===== config.mk =====
export PLATFORM = sky130hd
export DESIGN_NAME = vpvs_cdiv
export DESIGN_NICKNAME = d
export VERILOG_FILES = /design/src/design/vpvs_pkg.sv /design/src/design/vpvs_cdiv.sv
export SDC_FILE = /design/constraint.sdc
export NUM_CORES = 1
export LEC_CHECK = 0
export ABC_AREA = 1
export BUFFER_PORTS_ARGS = -buffer_cell sky130_fd_sc_hd__buf_2
export CORE_ASPECT_RATIO = 1.4
export CORE_MARGIN = 2
export CORE_UTILIZATION = 50
export DETAILED_ROUTE_END_ITERATION = 6
export PLACE_DENSITY = 0.74
export SYNTH_ARGS = -nofsm -noshare
export SYNTH_HDL_FRONTEND = slang
export SYNTH_SLANG_ARGS = --single-unit

===== constraint.sdc =====
create_clock -name clk -period 6.45 [get_ports clk]
set_input_delay 1.29 -clock clk [delete_from_list [all_inputs] [get_ports clk]]
set_output_delay 1.29 -clock clk [all_outputs]
set_load 0.03 [all_outputs]

===== src/design/vpvs_pkg.sv =====
// ============================================================================
// vpvs_pkg: shared types, constants and helpers for vp_to_vs_and_density
// Holds the polynomial coefficients in scaled integer form, the divisor
// constants and the split-multiply helpers used by the Horner stages.
// ============================================================================
package vpvs_pkg;

  // Quotient bits produced by each constant divider.
  localparam int unsigned QW = 18;
  // Register stages in one constant divider.
  localparam int unsigned DIV_LAT = 4;

  // Input velocity limit in m/s.
  localparam logic signed [15:0] VP_LIMIT = 16'sd16383;
  localparam logic [13:0] VP_LIMIT_U = 14'd16383;

  // Stream widths.
  localparam int unsigned IN_TDATA_W  = 16;
  localparam int unsigned OUT_FIELD_W = 19;
  localparam int unsigned OUT_TDATA_W = 40;

  // Density floor in kg/m^3.
  localparam logic [OUT_FIELD_W-1:0] RHO_FLOOR = 19'd1000;
  localparam logic [QW-1:0] RHO_FLOOR_Q = 18'd1000;

  // Horner accumulator and full product types.
  typedef logic signed [63:0] acc_t;
  typedef logic signed [78:0] prod_t;
  typedef logic [45:0]        pp_lo_t;
  typedef logic signed [46:0] pp_hi_t;

  // Leading terms of the two polynomials in integer m/s.
  localparam acc_t C_A1 = 64'sd1238000;
  localparam acc_t C_T1 = 64'sd4300000;

  // Constants added after each multiply-by-v step. The S-wave chain carries
  // the rounding half of 1e13 in its last constant.
  localparam acc_t C_A [3] = '{
    64'sd7949000000,
    -64'sd12344000000000,
    64'sd7863000000000000
  };
  localparam acc_t C_D [3] = '{
    64'sd67100000000,
    -64'sd472100000000000,
    64'sd1661200000000000000
  };

  // Rounding half for the density quotient.
  localparam logic [79:0] C_RHO_HALF = 80'd500000000000000000;

  // Divisors: the S-wave numerator is scaled by 1e13 = 2^13 * 5^13 and the
  // density numerator by 1e18 = 2^18 * 5^18. Each divider shifts out the
  // power of two and divides by the odd part.
  localparam int unsigned DIV_VS_SH   = 13;
  localparam logic [63:0] DIV_VS_ODD  = 64'd1220703125;
  localparam int unsigned DIV_RHO_SH  = 18;
  localparam logic [63:0] DIV_RHO_ODD = 64'd3814697265625;

  // Low partial product: v times the low 32 bits of x, unsigned.
  function automatic pp_lo_t pp_lo(logic [13:0] v, acc_t x);
    return 46'(v) * 46'(x[31:0]);
  endfunction

  // High partial product: v times the signed upper 32 bits of x.
  function automatic pp_hi_t pp_hi(logic [13:0] v, acc_t x);
    return 47'(signed'({1'b0, v})) * 47'(signed'(x[63:32]));
  endfunction

  // Recombine the two partial products into the full signed product.
  function automatic prod_t pp_sum(pp_hi_t hi, pp_lo_t lo);
    return (prod_t'(hi) <<< 32) + prod_t'({1'b0, lo});
  endfunction

endpackage


===== src/design/vpvs_cdiv.sv =====
// ============================================================================
// vpvs_cdiv: pipelined division by a constant
// Divides an unsigned numerator by DIV_ODD * 2^SH in four register stages.
// The power of two is a shift; the odd part uses a reciprocal multiply that
// lands at most two below the true quotient, followed by a remainder
// correction. A quotient that needs more than QW bits saturates to all ones.
// ============================================================================
module vpvs_cdiv #(
  parameter int unsigned W       = 64,
  parameter int unsigned SH      = 13,
  parameter logic [63:0] DIV_ODD = 64'd1220703125
) (
  input  logic                    clk,
  input  logic                    en,
  input  logic [W-1:0]            n_i,
  output logic [vpvs_pkg::QW-1:0] q_o
);
  import vpvs_pkg::*;

  // Width of the odd divisor. A shifted numerator below 2^MW keeps the
  // quotient within QW + 1 bits, and the remainder stays below 2^RW.
  localparam int unsigned DW  = $clog2(DIV_ODD);
  localparam int unsigned MW  = DW + QW;
  localparam int unsigned RW  = DW + 2;
  localparam int unsigned RCW = QW + 1;

  localparam logic [63:0]    RECIP64 = (64'd1 << MW) / DIV_ODD;
  localparam logic [RCW-1:0] RECIP   = RCW'(RECIP64);
  localparam logic [31:0]    D_LO    = DIV_ODD[31:0];
  localparam logic [31:0]    D_HI    = DIV_ODD[63:32];
  localparam logic [RW-1:0]  D1      = RW'(DIV_ODD);
  localparam logic [RW-1:0]  D2      = RW'(DIV_ODD << 1);
  // Numerators at or above this bound give a quotient beyond QW bits.
  localparam logic [W-1:0]   LIMIT   = W'(DIV_ODD) << (SH + QW);

  logic [MW-1:0] m_c;
  logic [31:0]   mh_c;
  logic [RW-1:0] qd_c;
  logic [1:0]    corr_c;

  logic          ovf1_r;
  logic          ovf2_r;
  logic          ovf3_r;
  logic [QW-1:0] q1_r;
  logic [QW-1:0] q2_r;
  logic [QW-1:0] q3_r;
  logic [QW-1:0] q4_r;
  logic [RW-1:0] m1_r;
  logic [RW-1:0] m2_r;
  logic [RW-1:0] plo2_r;
  logic [RW-1:0] phi2_r;
  logic [RW-1:0] r3_r;

  // Drop the power of two; the top 32 bits feed the reciprocal multiply.
  assign m_c  = n_i[SH +: MW];
  assign mh_c = m_c[MW-1 -: 32];

  // Stage 1: range check and estimated quotient.
  always_ff @(posedge clk) begin
    if (en) begin
      ovf1_r <= (n_i >= LIMIT);
      m1_r   <= m_c[RW-1:0];
      q1_r   <= QW'((51'(mh_c) * 51'(RECIP)) >> 32);
    end
  end

  // Stage 2: estimated quotient times the odd divisor, in two halves.
  always_ff @(posedge clk) begin
    if (en) begin
      ovf2_r <= ovf1_r;
      m2_r   <= m1_r;
      q2_r   <= q1_r;
      plo2_r <= RW'(50'(q1_r) * 50'(D_LO));
      phi2_r <= RW'(50'(q1_r) * 50'(D_HI));
    end
  end

  assign qd_c = RW'({phi2_r, 32'd0}) + plo2_r;

  // Stage 3: remainder of the estimate, below three divisors.
  always_ff @(posedge clk) begin
    if (en) begin
      ovf3_r <= ovf2_r;
      q3_r   <= q2_r;
      r3_r   <= m2_r - qd_c;
    end
  end

  // The estimate is short by as many divisors as the remainder holds.
  always_comb begin
    priority if (r3_r >= D2) begin
      corr_c = 2'd2;
    end else if (r3_r >= D1) begin
      corr_c = 2'd1;
    end else begin
      corr_c = 2'd0;
    end
  end

  // Stage 4: corrected quotient, saturated when the range check failed.
  always_ff @(posedge clk) begin
    if (en) begin
      q4_r <= ovf3_r ? '1 : (q3_r + QW'(corr_c));
    end
  end

  assign q_o = q4_r;

endmodule


# Word-level counts from Yosys, hierarchy flattened
# Cells that the tools add are included.
# classes
add_sub_neg,2
n_mul,2
magnitude_cmp,3
n_mux,2
# ops
operator,n
$ge A64 B62 Y1 const B,1
$mul A32 B15 Y46 const B,1
$ge A33 B31 Y1 const B,1
$ge A33 B32 Y1 const B,1
$mul A18 B31 Y33 const B,1
$sub A33 B33 Y33,1
$add A18 B2 Y18,1
$mux W2,1
$mux W1,1
# word_totals
ff_bits,207
inputBits,66
output_inout_bits,18
wordCells,20

# Longest topological paths before layout
# Gate-level depths: netlist of the first run.
# depth
word_depth,4
depth_mapped,25

# Worst setup path after synthesis of the first run
# No wires, ideal clock.
# synth_path
path_kind,input port to flip-flop
startpoint,input n_i[37]
endpoint,register q1_r[7] (data pin)
setup_time_ns,0.252
arrival_ns,5.556
required_ns,6.198
slack_ns,0.642
stages,22
path_cell_list,inv_1 > fa_1 > inv_1 > ha_1 > fa_1 > fa_1 > fa_1 > inv_1 > fa_1 > inv_1 > ha_1 > nand2_1 > nor2_1 > inv_1 > nor2_1 > inv_1 > nor2_1 > nand2_1 > nand2_1 > nand2_1 > nand3_1 > nand2_1
# synth_via
elab_chain_len,1
# synth_lines
item,line,text
"start, declared",vpvs_cdiv.sv:15,"input logic [W-1:0] n_i,"
$mul A32 B15 Y46,vpvs_cdiv.sv:63,q1_r <= QW'((51'(mh_c) * 51'(RECIP)) >> 32);
"end signal, assigned",vpvs_cdiv.sv:63,
"end, declared",vpvs_cdiv.sv:44,logic [QW-1:0] q1_r;
# Every way passes these cells.
# A chain may end at the register's enable or synchronous reset.

# Worst setup path after layout of the first run
# layout_path
startpoint,input n_i[33]
endpoint,register q1_r[7] (data pin)
# Same word-level chain as after synthesis.

==> results.cfg, run 1 <==
[timing]
finalCritPeriodShare_pct = 92.67
fmax_ghz = 0.1673
maxSlewViolCount = 0
worst_slew_pin_slew_ns = 0.9393
min_period_ns = 5.977
skew_ns = 0.01160
finalHoldViolations = 0
setup_violations = 0
grt_setup_unrepaired = false
relSlewSlack_pct = 37.38

[cts]
cts-root-buf = clkbuf_16
clkTransAtPathRegs_ns = 0.06
clock-sinks = 205
cts_buffer_depth = 3
cts_hold_repair.buffers = 0
cts_setup_buffers = 0
insertion_delay_ns = 0.52
numCtsBuffers = 22
cts_max_level = 1
cts_tree = done
postCtsResizedCells = 0

[setup_path]
startpoint_type = input port
ff2ff_setup_slack_ns = 0.60
worstSetupStartpoint = n_i[33]
timing.rr.start = q1_r[8]
worstSetupPathType = in -> reg
arrival_ns = 6.22
cp_max_fo = 7
worstSetupEndpointType = flip-flop
regToRegEndpoint = plo2_r[31]
reg2regPathDepth = 18
crit_required_ns = 6.69
crit_end = q1_r[7]

[global_route]
grt_pass1_wl_um = 102400
overflow = 0
grt_use_total_pct = 26.53
grt_pass1_vias = 20010
antenna_found_initial = 1
grtUsageMet1_pct = 26.85
top_usage_layer = met2
use_met2_pct = 52.34
grt_use_met3_pct = 1.615
grt_max_degree = 171

[cells_and_area]
utilization_pct = 55.49
nFillCells = 4319
area_delta_synth_final_pct = 9.725
fin_nets = 3533
drive_gt1_share_pct = 7.037

[synthesis]
syn_area_sq_mm = 0.02423
synth_edf_count = 205
synth_top_cell_area_share_pct = 25.41
synth_cell_type_count = 43
synth_area_leaders = edfxtp_1 25%, fa_1 22%, ha_1 19%, inv_1 11%, nand2_1 6.6%
synthArstFlopShare_pct = 0
syn_nets = 3375
ys.flop_type = edfxtp_1
avgSynthCellArea_sq_um = 9.067
syn_inst = 2672
synth_warnings = 0
yosysTopAreaCell = edfxtp_1
synthTopCellsByCount = 694 x inv_1, 426 x nand2_1, 376 x ha_1
ys_seq_area_share_pct = 25.41
ys_ff_latch = 205
synth.most_common_cell = inv_1

[floorplanning]
num_io_pins = 84
die_w_um = 190.0
dieArea_sq_mm = 0.05025
core_sq_mm = 0.04790
num_rows = 95
die_h_um = 264.5
initial_utilization_pct = 50.58

[route]
route.detailed.wl_per_inst_um = 18.41
firstDrtPassIters = 5
detail_route.iter0.violations = 760
wl_um = 63920
viasPerCell = 5.225
vias = 18150
drc = 0
route.antenna.remaining_nets = 0

[placed_design]
place.gp.congestion = 0.9744
dp_hpwl_um = 55910
port_buffers = 83

[status]
outcome = completed

[run]
drv_cap = 0

[worst_hold_path]
hold_path_class = reg -> reg
worst max-delay path, cell delays in order:
cell     delay (ns)
buf_2          0.19
inv_1          0.11
fa_1           0.51
inv_1          0.07
ha_1           0.34
fa_1           0.53
fa_1           0.49
fa_1           0.53
inv_1          0.06
fa_1           0.53
inv_1          0.04
ha_1           0.30
nand2_1        0.13
nor2_1         0.18
inv_1          0.09
nor2_1         0.18
inv_1          0.08
nor2_1         0.08
nand2_1        0.07
nand2_1        0.11
nand2_1        0.09
nand3_1        0.08
nand2_1        0.12
flip-flops by register name, summed over array words and instances (netlist names):
| name | count |
|---|---|
| m1_r | 33 |
| m2_r | 33 |
| r3_r | 33 |
| plo2_r | 31 |
| q1_r | 18 |
| q2_r | 18 |
| q3_r | 18 |
| q_o | 18 |
| ovf1_r | 1 |
| ovf2_r | 1 |
| ovf3_r | 1 |
how the worst min path moves through the flow:
stage	startpoint	end	slack (ns)	cells after the start
after floorplan	m1_r[0]	m2_r[0]	0.40	0
after global placement	q2_r[17]	q3_r[17]	0.40	0
after detailed placement	m1_r[20]	m2_r[20]	0.40	0
after CTS	q2_r[8]	q3_r[8]	0.41	0
after global routing	q2_r[8]	q3_r[8]	0.42	0
final	q2_r[8]	q3_r[8]	0.41	0
layer usage:
layer,routed length (um),vias up
li1,-,8802
met1,22240,8692
met2,35410,444
met3,1669,207
met4,4601,0
met5,0,-
cell usage in the layout (no fill, tap or decap), types with 51 or more instances in the layout:
master	Yosys	final
nor2_1	144	144
ha_1	376	376
buf_4	0	51
nand3_1	95	95
nand2_1	426	426
fa_1	261	261
o21ai_0	83	83
edfxtp_1	205	205
buf_2	0	82
a21oi_1	131	131
inv_1	694	694
stage by stage:
stage | TNS [ns] | std cells | setup WS [ns] | hold slack (ns) | cell area, sq um
2_1_floorplan | 0 | 2672 | 0.6422 | 0.4003 | 24230
3_3_place_gp | -0.08784 | 3436 | -0.08706 | 0.4002 | 25840
3_5_place_dp | -0.08174 | 3436 | -0.08174 | 0.4045 | 25840
4_1_cts | 0 | 3472 | 0.4566 | 0.4130 | 26580
5_1_grt | 0 | 3472 | 0.1226 | 0.4189 | 26580
6_report | 0 | 3473 | 0.4726 | 0.4118 | 26580
cell families (layout without fill, tap and decap cells):
| kind of cell | count (synthesis) | in the layout | share of synthesized area [%] |
|---|---|---|---|
| AND/OR/NAND/NOR | 779 | 779 | 13.83 |
| buffers and inverters | 699 | 869 | 10.83 |
| adder cells (fa/ha/maj) | 637 | 637 | 40.99 |
| AO/OA/AOI/OAI | 292 | 292 | 6.776 |
| flip-flops | 205 | 205 | 25.41 |
| XOR/XNOR | 60 | 60 | 2.169 |
| other | 0 | 1 | 0 |
cell type report:
type	instances	area, sq um	share of cell area (%)
multi-input cells	1768	15450	58.11
flip-flops and latches	205	6156	23.16
inverters	698	2620	9.856
repair buffers	135	827.0	3.111
well taps	630	788.3	2.965
clock buffers	25	583.1	2.193
clock inverters	11	158.9	0.5978
diodes	1	2.502	0.009414
Power of run 1 is left out: the tool's default activity adds up to more than one toggle a clock period on the data nets, which glitch-free logic cannot reach.
==> run 2, diff against run 1 <==
--- a/config.mk
+++ b/config.mk
@@ -9,9 +9,10 @@
 export BUFFER_PORTS_ARGS = -buffer_cell sky130_fd_sc_hd__buf_2
 export CORE_ASPECT_RATIO = 1.4
 export CORE_MARGIN = 2
-export CORE_UTILIZATION = 50
+export CORE_UTILIZATION = 30
 export DETAILED_ROUTE_END_ITERATION = 6
-export PLACE_DENSITY = 0.74
+export MAX_ROUTING_LAYER = met4
+export PLACE_DENSITY = 0.52
 export SYNTH_ARGS = -nofsm -noshare
 export SYNTH_HDL_FRONTEND = slang
 export SYNTH_SLANG_ARGS = --single-unit
==> run 2 against run 1 <==
Global-route usage fell by 10 points. Hold slack worse by 0.0026 ns. Critical path depth is 3 lower. Worst setup slack got worse by 0.065 ns. Wire length up 1.4%. Die area increased by 65%. Final cell count up 13%. Sequential cell count is the same. Sequential share of layout area down 0.51 points. Clock-buffer cell count down 1. Critical endpoint is now q1_r[15]. Largest cell class unchanged. Highest routed layer unchanged.
==> results.cfg, run 2 (synthesized netlist as in run 1, its figures left out) <==
[status]
outcome = completed

[timing]
fmax_ghz = 0.1655
relSlewSlack_pct = 32.87
finalCritPeriodShare_pct = 93.68
worst_hold_slack_ns = 0.4092
worst_slew_pin_slew_ns = 0.9978
finalHoldViolations = 0
setup_violations = 0
grt_setup_unrepaired = false
maxSlewViolCount = 0
skew_ns = 0.02523
min_period_ns = 6.042

[setup_path]
crit_required_ns = 6.74
reg2regPathDepth = 18
cp_max_fo = 6
worstSetupPathType = in -> reg
crit_end = q1_r[15]
regToRegEndpoint = plo2_r[26]
ff2ff_setup_slack_ns = 0.58
worstSetupStartpoint = n_i[47]
worstSetupEndpointType = flip-flop
timing.rr.start = q1_r[8]
startpoint_type = input port
arrival_ns = 6.33

[cells_and_area]
seq_area_sq_mm = 0.006156
area_delta_synth_final_pct = 12.18
n_antenna_cell = 0
fin_nets = 3544
reg_top3 = m1_r (33), m2_r (33), r3_r (33)
final_area_sq_mm = 0.02718
layout_commonest_cell = inv_1
multi_input_area_sq_mm = 0.01545
layout_common_cells = 694 x inv_1, 426 x nand2_1, 376 x ha_1
nFillCells = 8448
drive_gt1_share_pct = 7.593

[cts]
cts_max_level = 1
numCtsBuffers = 23
insertion_delay_ns = 0.54
postCtsResizedCells = 0
clock-sinks = 205
cts_tree = done
cts_hold_repair.buffers = 0
cts_buffer_depth = 3
clkTransAtPathRegs_ns = 0.07
cts_setup_buffers = 0
cts-root-buf = clkbuf_16

[floorplanning]
initial_utilization_pct = 30.22
num_rows = 123
num_io_pins = 84
die_h_um = 340.2
core_sq_mm = 0.08018
dieArea_sq_mm = 0.08308
die_w_um = 244.2

[placed_design]
place.gp.congestion = 0.9118
dp_hpwl_um = 57430
placed_cell_area_sq_mm = 0.02645
port_buffers = 83

[run]
drv_cap = 0

[global_route]
overflow = 0
antenna_found_initial = 1
grt_use_total_pct = 16.55
use_met2_pct = 31.32
grt_pass1_wl_um = 103300
grt_max_degree = 123
grtUsageMet1_pct = 17.69
grt_pass1_vias = 19200
top_usage_layer = met2
grt_use_met3_pct = 0.9699

[route]
wl_um = 64820
firstDrtPassIters = 5
viasPerCell = 4.487
route.antenna.remaining_nets = 0
detail_route.iter0.violations = 751
vias = 17590
drc = 0
route.detailed.wl_per_inst_um = 16.54

[worst_hold_path]
hold_path_class = reg -> reg
[run 2: changes by cell type in the layout (fill, tap and decap cells not counted), moves of 2 or more]
cell,previous run,this run
buf_4,51,61
clkinvlp_4,0,4
bufinv_16,4,1
clkinv_4,0,3
clkinv_2,4,6
[run 2: metal layers]
metal / wire, um / up-vias / share of wire [%]
met1: 25300 / 8351 / 39
met3: 1550 / 124 / 2.4
met4: 3185 / 0 / 4.9
met2: 34780 / 284 / 54
met5: 0 / - / 0
li1: - / 8829 / -
[run 2: layout make-up]
class,instances,share of cell area (%)
clock inverter,18,0.5294
inverter,698,9.640
sequential,205,22.65
clock buffer,24,2.132
multi-input combinational,1768,56.84
tap,1062,4.889
timing repair buffer,145,3.319
[run 2: worst max-delay path: stages]
cell and delay (ns):
buf_2 0.18, fa_1 0.56, ha_1 0.34, fa_1 0.51, inv_1 0.07, fa_1 0.53
inv_1 0.05, fa_1 0.52, inv_1 0.05, fa_1 0.49, inv_1 0.04, ha_1 0.38
nand2_1 0.13, nor2_1 0.27, and2_1 0.17, nand2_1 0.08, nor4_1 0.27, nand2_1 0.20
nand4_1 0.11, nand2_1 0.06
[run 2: how the worst min path moves through the flow]
stage	start	end	slack, ns	cells after the start
finish	m1_r[18]	m2_r[18]	0.41	0
global route	m1_r[18]	m2_r[18]	0.42	0
CTS	m1_r[18]	m2_r[18]	0.41	0
detailed placement	m1_r[18]	m2_r[18]	0.40	0
global placement	m1_r[17]	m2_r[17]	0.40	0
floorplan	m1_r[0]	m2_r[0]	0.40	0
[run 2: per-stage QoR]
stage | instances | util, % | setup slack (ns) | setup TNS, ns
after CTS | 3920 | 33.90 | 0.4061 | 0
after floorplan | 2672 | - | 0.6422 | 0
after global routing | 3920 | 33.90 | 0.1490 | 0
final | 3920 | 33.90 | 0.4076 | 0
after global placement | 3878 | 32.99 | -0.2134 | -0.3633
after detailed placement | 3878 | 32.99 | -0.1689 | -0.2256
Power of run 2 is left out for the same reason.
==> run 3, diff against run 2 <==
==> constraint.sdc (replaced) <==
create_clock -name clk -period 5.9 [get_ports clk]
set_input_delay 1.18 -clock clk [delete_from_list [all_inputs] [get_ports clk]]
set_output_delay 1.18 -clock clk [all_outputs]
set_load 0.03 [all_outputs]
==> run 3 against run 2 <==
Sequential cell count stayed put. Via count is 2.7% higher. Core utilization is 1.2 points higher. Sequential share of layout area is 0.77 points lower. Final cell count is 2.8% higher. Clock-buffer cell count is 3 higher. Worst setup slack worse by 0.22 ns. Critical path depth is 1 lower. Clock skew is 0.016 ns lower.
==> results.cfg, run 3 (synthesized netlist as in run 1, its figures left out) <==
[status]
outcome = completed

[placed_design]
place.gp.congestion = 0.9182
pre_cts_ws_ns = -0.4394
port_buffers = 83
dp_hpwl_um = 57960

[timing]
setup_violations = 0
worst_hold_slack_ns = 0.4140
finalCritPeriodShare_pct = 96.87
skew_ns = 0.009602
maxSlewViolCount = 0
fmax_ghz = 0.1750
setup_ws_ns = 0.1845
min_period_ns = 5.715
finalHoldViolations = 0
worst_slew_pin_slew_ns = 1.026
relSlewSlack_pct = 30.94

[worst_hold_path]
hold_depth = 0
min_from = m1_r[10]
hold_path_class = reg -> reg
hold_end = m2_r[10]

[cells_and_area]
layout_common_cells = 692 x inv_1, 425 x nand2_1, 373 x ha_1
n_antenna_cell = 0
layout_commonest_cell = inv_1
area_delta_synth_final_pct = 16.14
drive_gt1_share_pct = 11.77
reg_top3 = m1_r (33), m2_r (33), r3_r (33)
fin_nets = 3654

[setup_path]
cp_max_fo = 4
startpoint_type = flip-flop
arrival_ns = 6.05
worstSetupEndpointType = flip-flop
crit_required_ns = 6.24
regToRegEndpoint = plo2_r[24]
reg2regPathDepth = 19
timing.rr.start = q1_r[7]
ff2ff_setup_slack_ns = 0.18
worstSetupPathType = reg -> reg

[floorplanning]
die_h_um = 340.2
num_io_pins = 84
dieArea_sq_mm = 0.08308
initial_utilization_pct = 30.22
num_rows = 123
core_sq_mm = 0.08018
die_w_um = 244.2

[cts]
cts_tree = done
clock-sinks = 205
cts-root-buf = clkbuf_16
cts_max_level = 1
cts_buffer_depth = 3
insertion_delay_ns = 0.53
clkTransAtPathRegs_ns = 0.07
numCtsBuffers = 23

[global_route]
grt_use_total_pct = 16.63
overflow = 0
grt_pass1_vias = 19400
antenna_found_initial = 3
grt_pass1_wl_um = 103800
grt_max_degree = 120

[route]
route.detailed.wl_per_inst_um = 16.28
drc = 0
viasPerCell = 4.486
detail_route.iter0.violations = 702
route.antenna.remaining_nets = 0
vias = 18070
firstDrtPassIters = 5
wl_um = 65560

[run]
drv_cap = 0
[run 3: critical path, stage by stage (launching register included)]
cell and delay, ns:
edfxtp_1 0.36, buf_4 0.18, fa_1 0.50, inv_1 0.05, fa_1 0.56, fa_1 0.57
inv_1 0.05, fa_1 0.47, inv_1 0.05, fa_1 0.50, fa_1 0.60, inv_1 0.06
ha_1 0.42, nand2_1 0.13, nor2_1 0.17, inv_1 0.08, nor2_1 0.24, nand4_1 0.14
nand3_1 0.13, xor2_1 0.25
[run 3: timing repair]
| item | 4_1_cts | 5_1_grt |
|---|---|---|
| hold endpoints to repair | 0 | 0 |
| setup buffers | 0 | 3 |
| setup endpoints to repair | 0 | 20 |
| hold buffers | 0 | 0 |
| gates resized for setup | 0 | 31 |
[run 3: worst max path at each step]
stage / start / endpoint / slack [ns] / cells past startpoint
after global routing: n_i[51] / q1_r[17] / -0.008 / 22
final: q1_r[7] / plo2_r[24] / 0.18 / 19
after floorplan: n_i[37] / q1_r[7] / 0.20 / 22
after CTS: n_i[48] / q1_r[5] / 0.11 / 20
after global placement: n_i[48] / q1_r[5] / -0.40 / 20
after detailed placement: n_i[48] / q1_r[5] / -0.44 / 20
[run 3: final cells by class]
class / count / area, sq um
repair buffers: 255 / 1740
inverters: 698 / 2620
clock buffers: 27 / 590.6
well taps: 1062 / 1329
multi-input cells: 1768 / 15530
clock inverters: 13 / 168.9
fillers: 8336 / 52040
flip-flops and latches: 205 / 6156
[run 3: per-stage QoR]
| stage | area [sq um] | instances | setup TNS (ns) | utilization [%] |
|---|---|---|---|---|
| after global placement | 27270 | 3985 | -5.230 | 34.01 |
| after detailed placement | 27270 | 3985 | -5.393 | 34.01 |
| final | 28140 | 4028 | 0 | 35.09 |
| after global routing | 28140 | 4028 | -0.01627 | 35.09 |
| after CTS | 28030 | 4025 | 0 | 34.96 |
| after floorplan | 24230 | 2672 | 0 | - |
[run 3: metal layers]
| metal | wire [um] | up-vias | track usage (%) |
|---|---|---|---|
| met5 | 0 | - | - |
| met4 | 3079 | 0 | 6.885 |
| met3 | 1809 | 133 | 1.404 |
| met2 | 35180 | 289 | 31.44 |
| met1 | 25490 | 8607 | 17.60 |
| li1 | - | 9039 | - |
Power of run 3 is left out for the same reason.
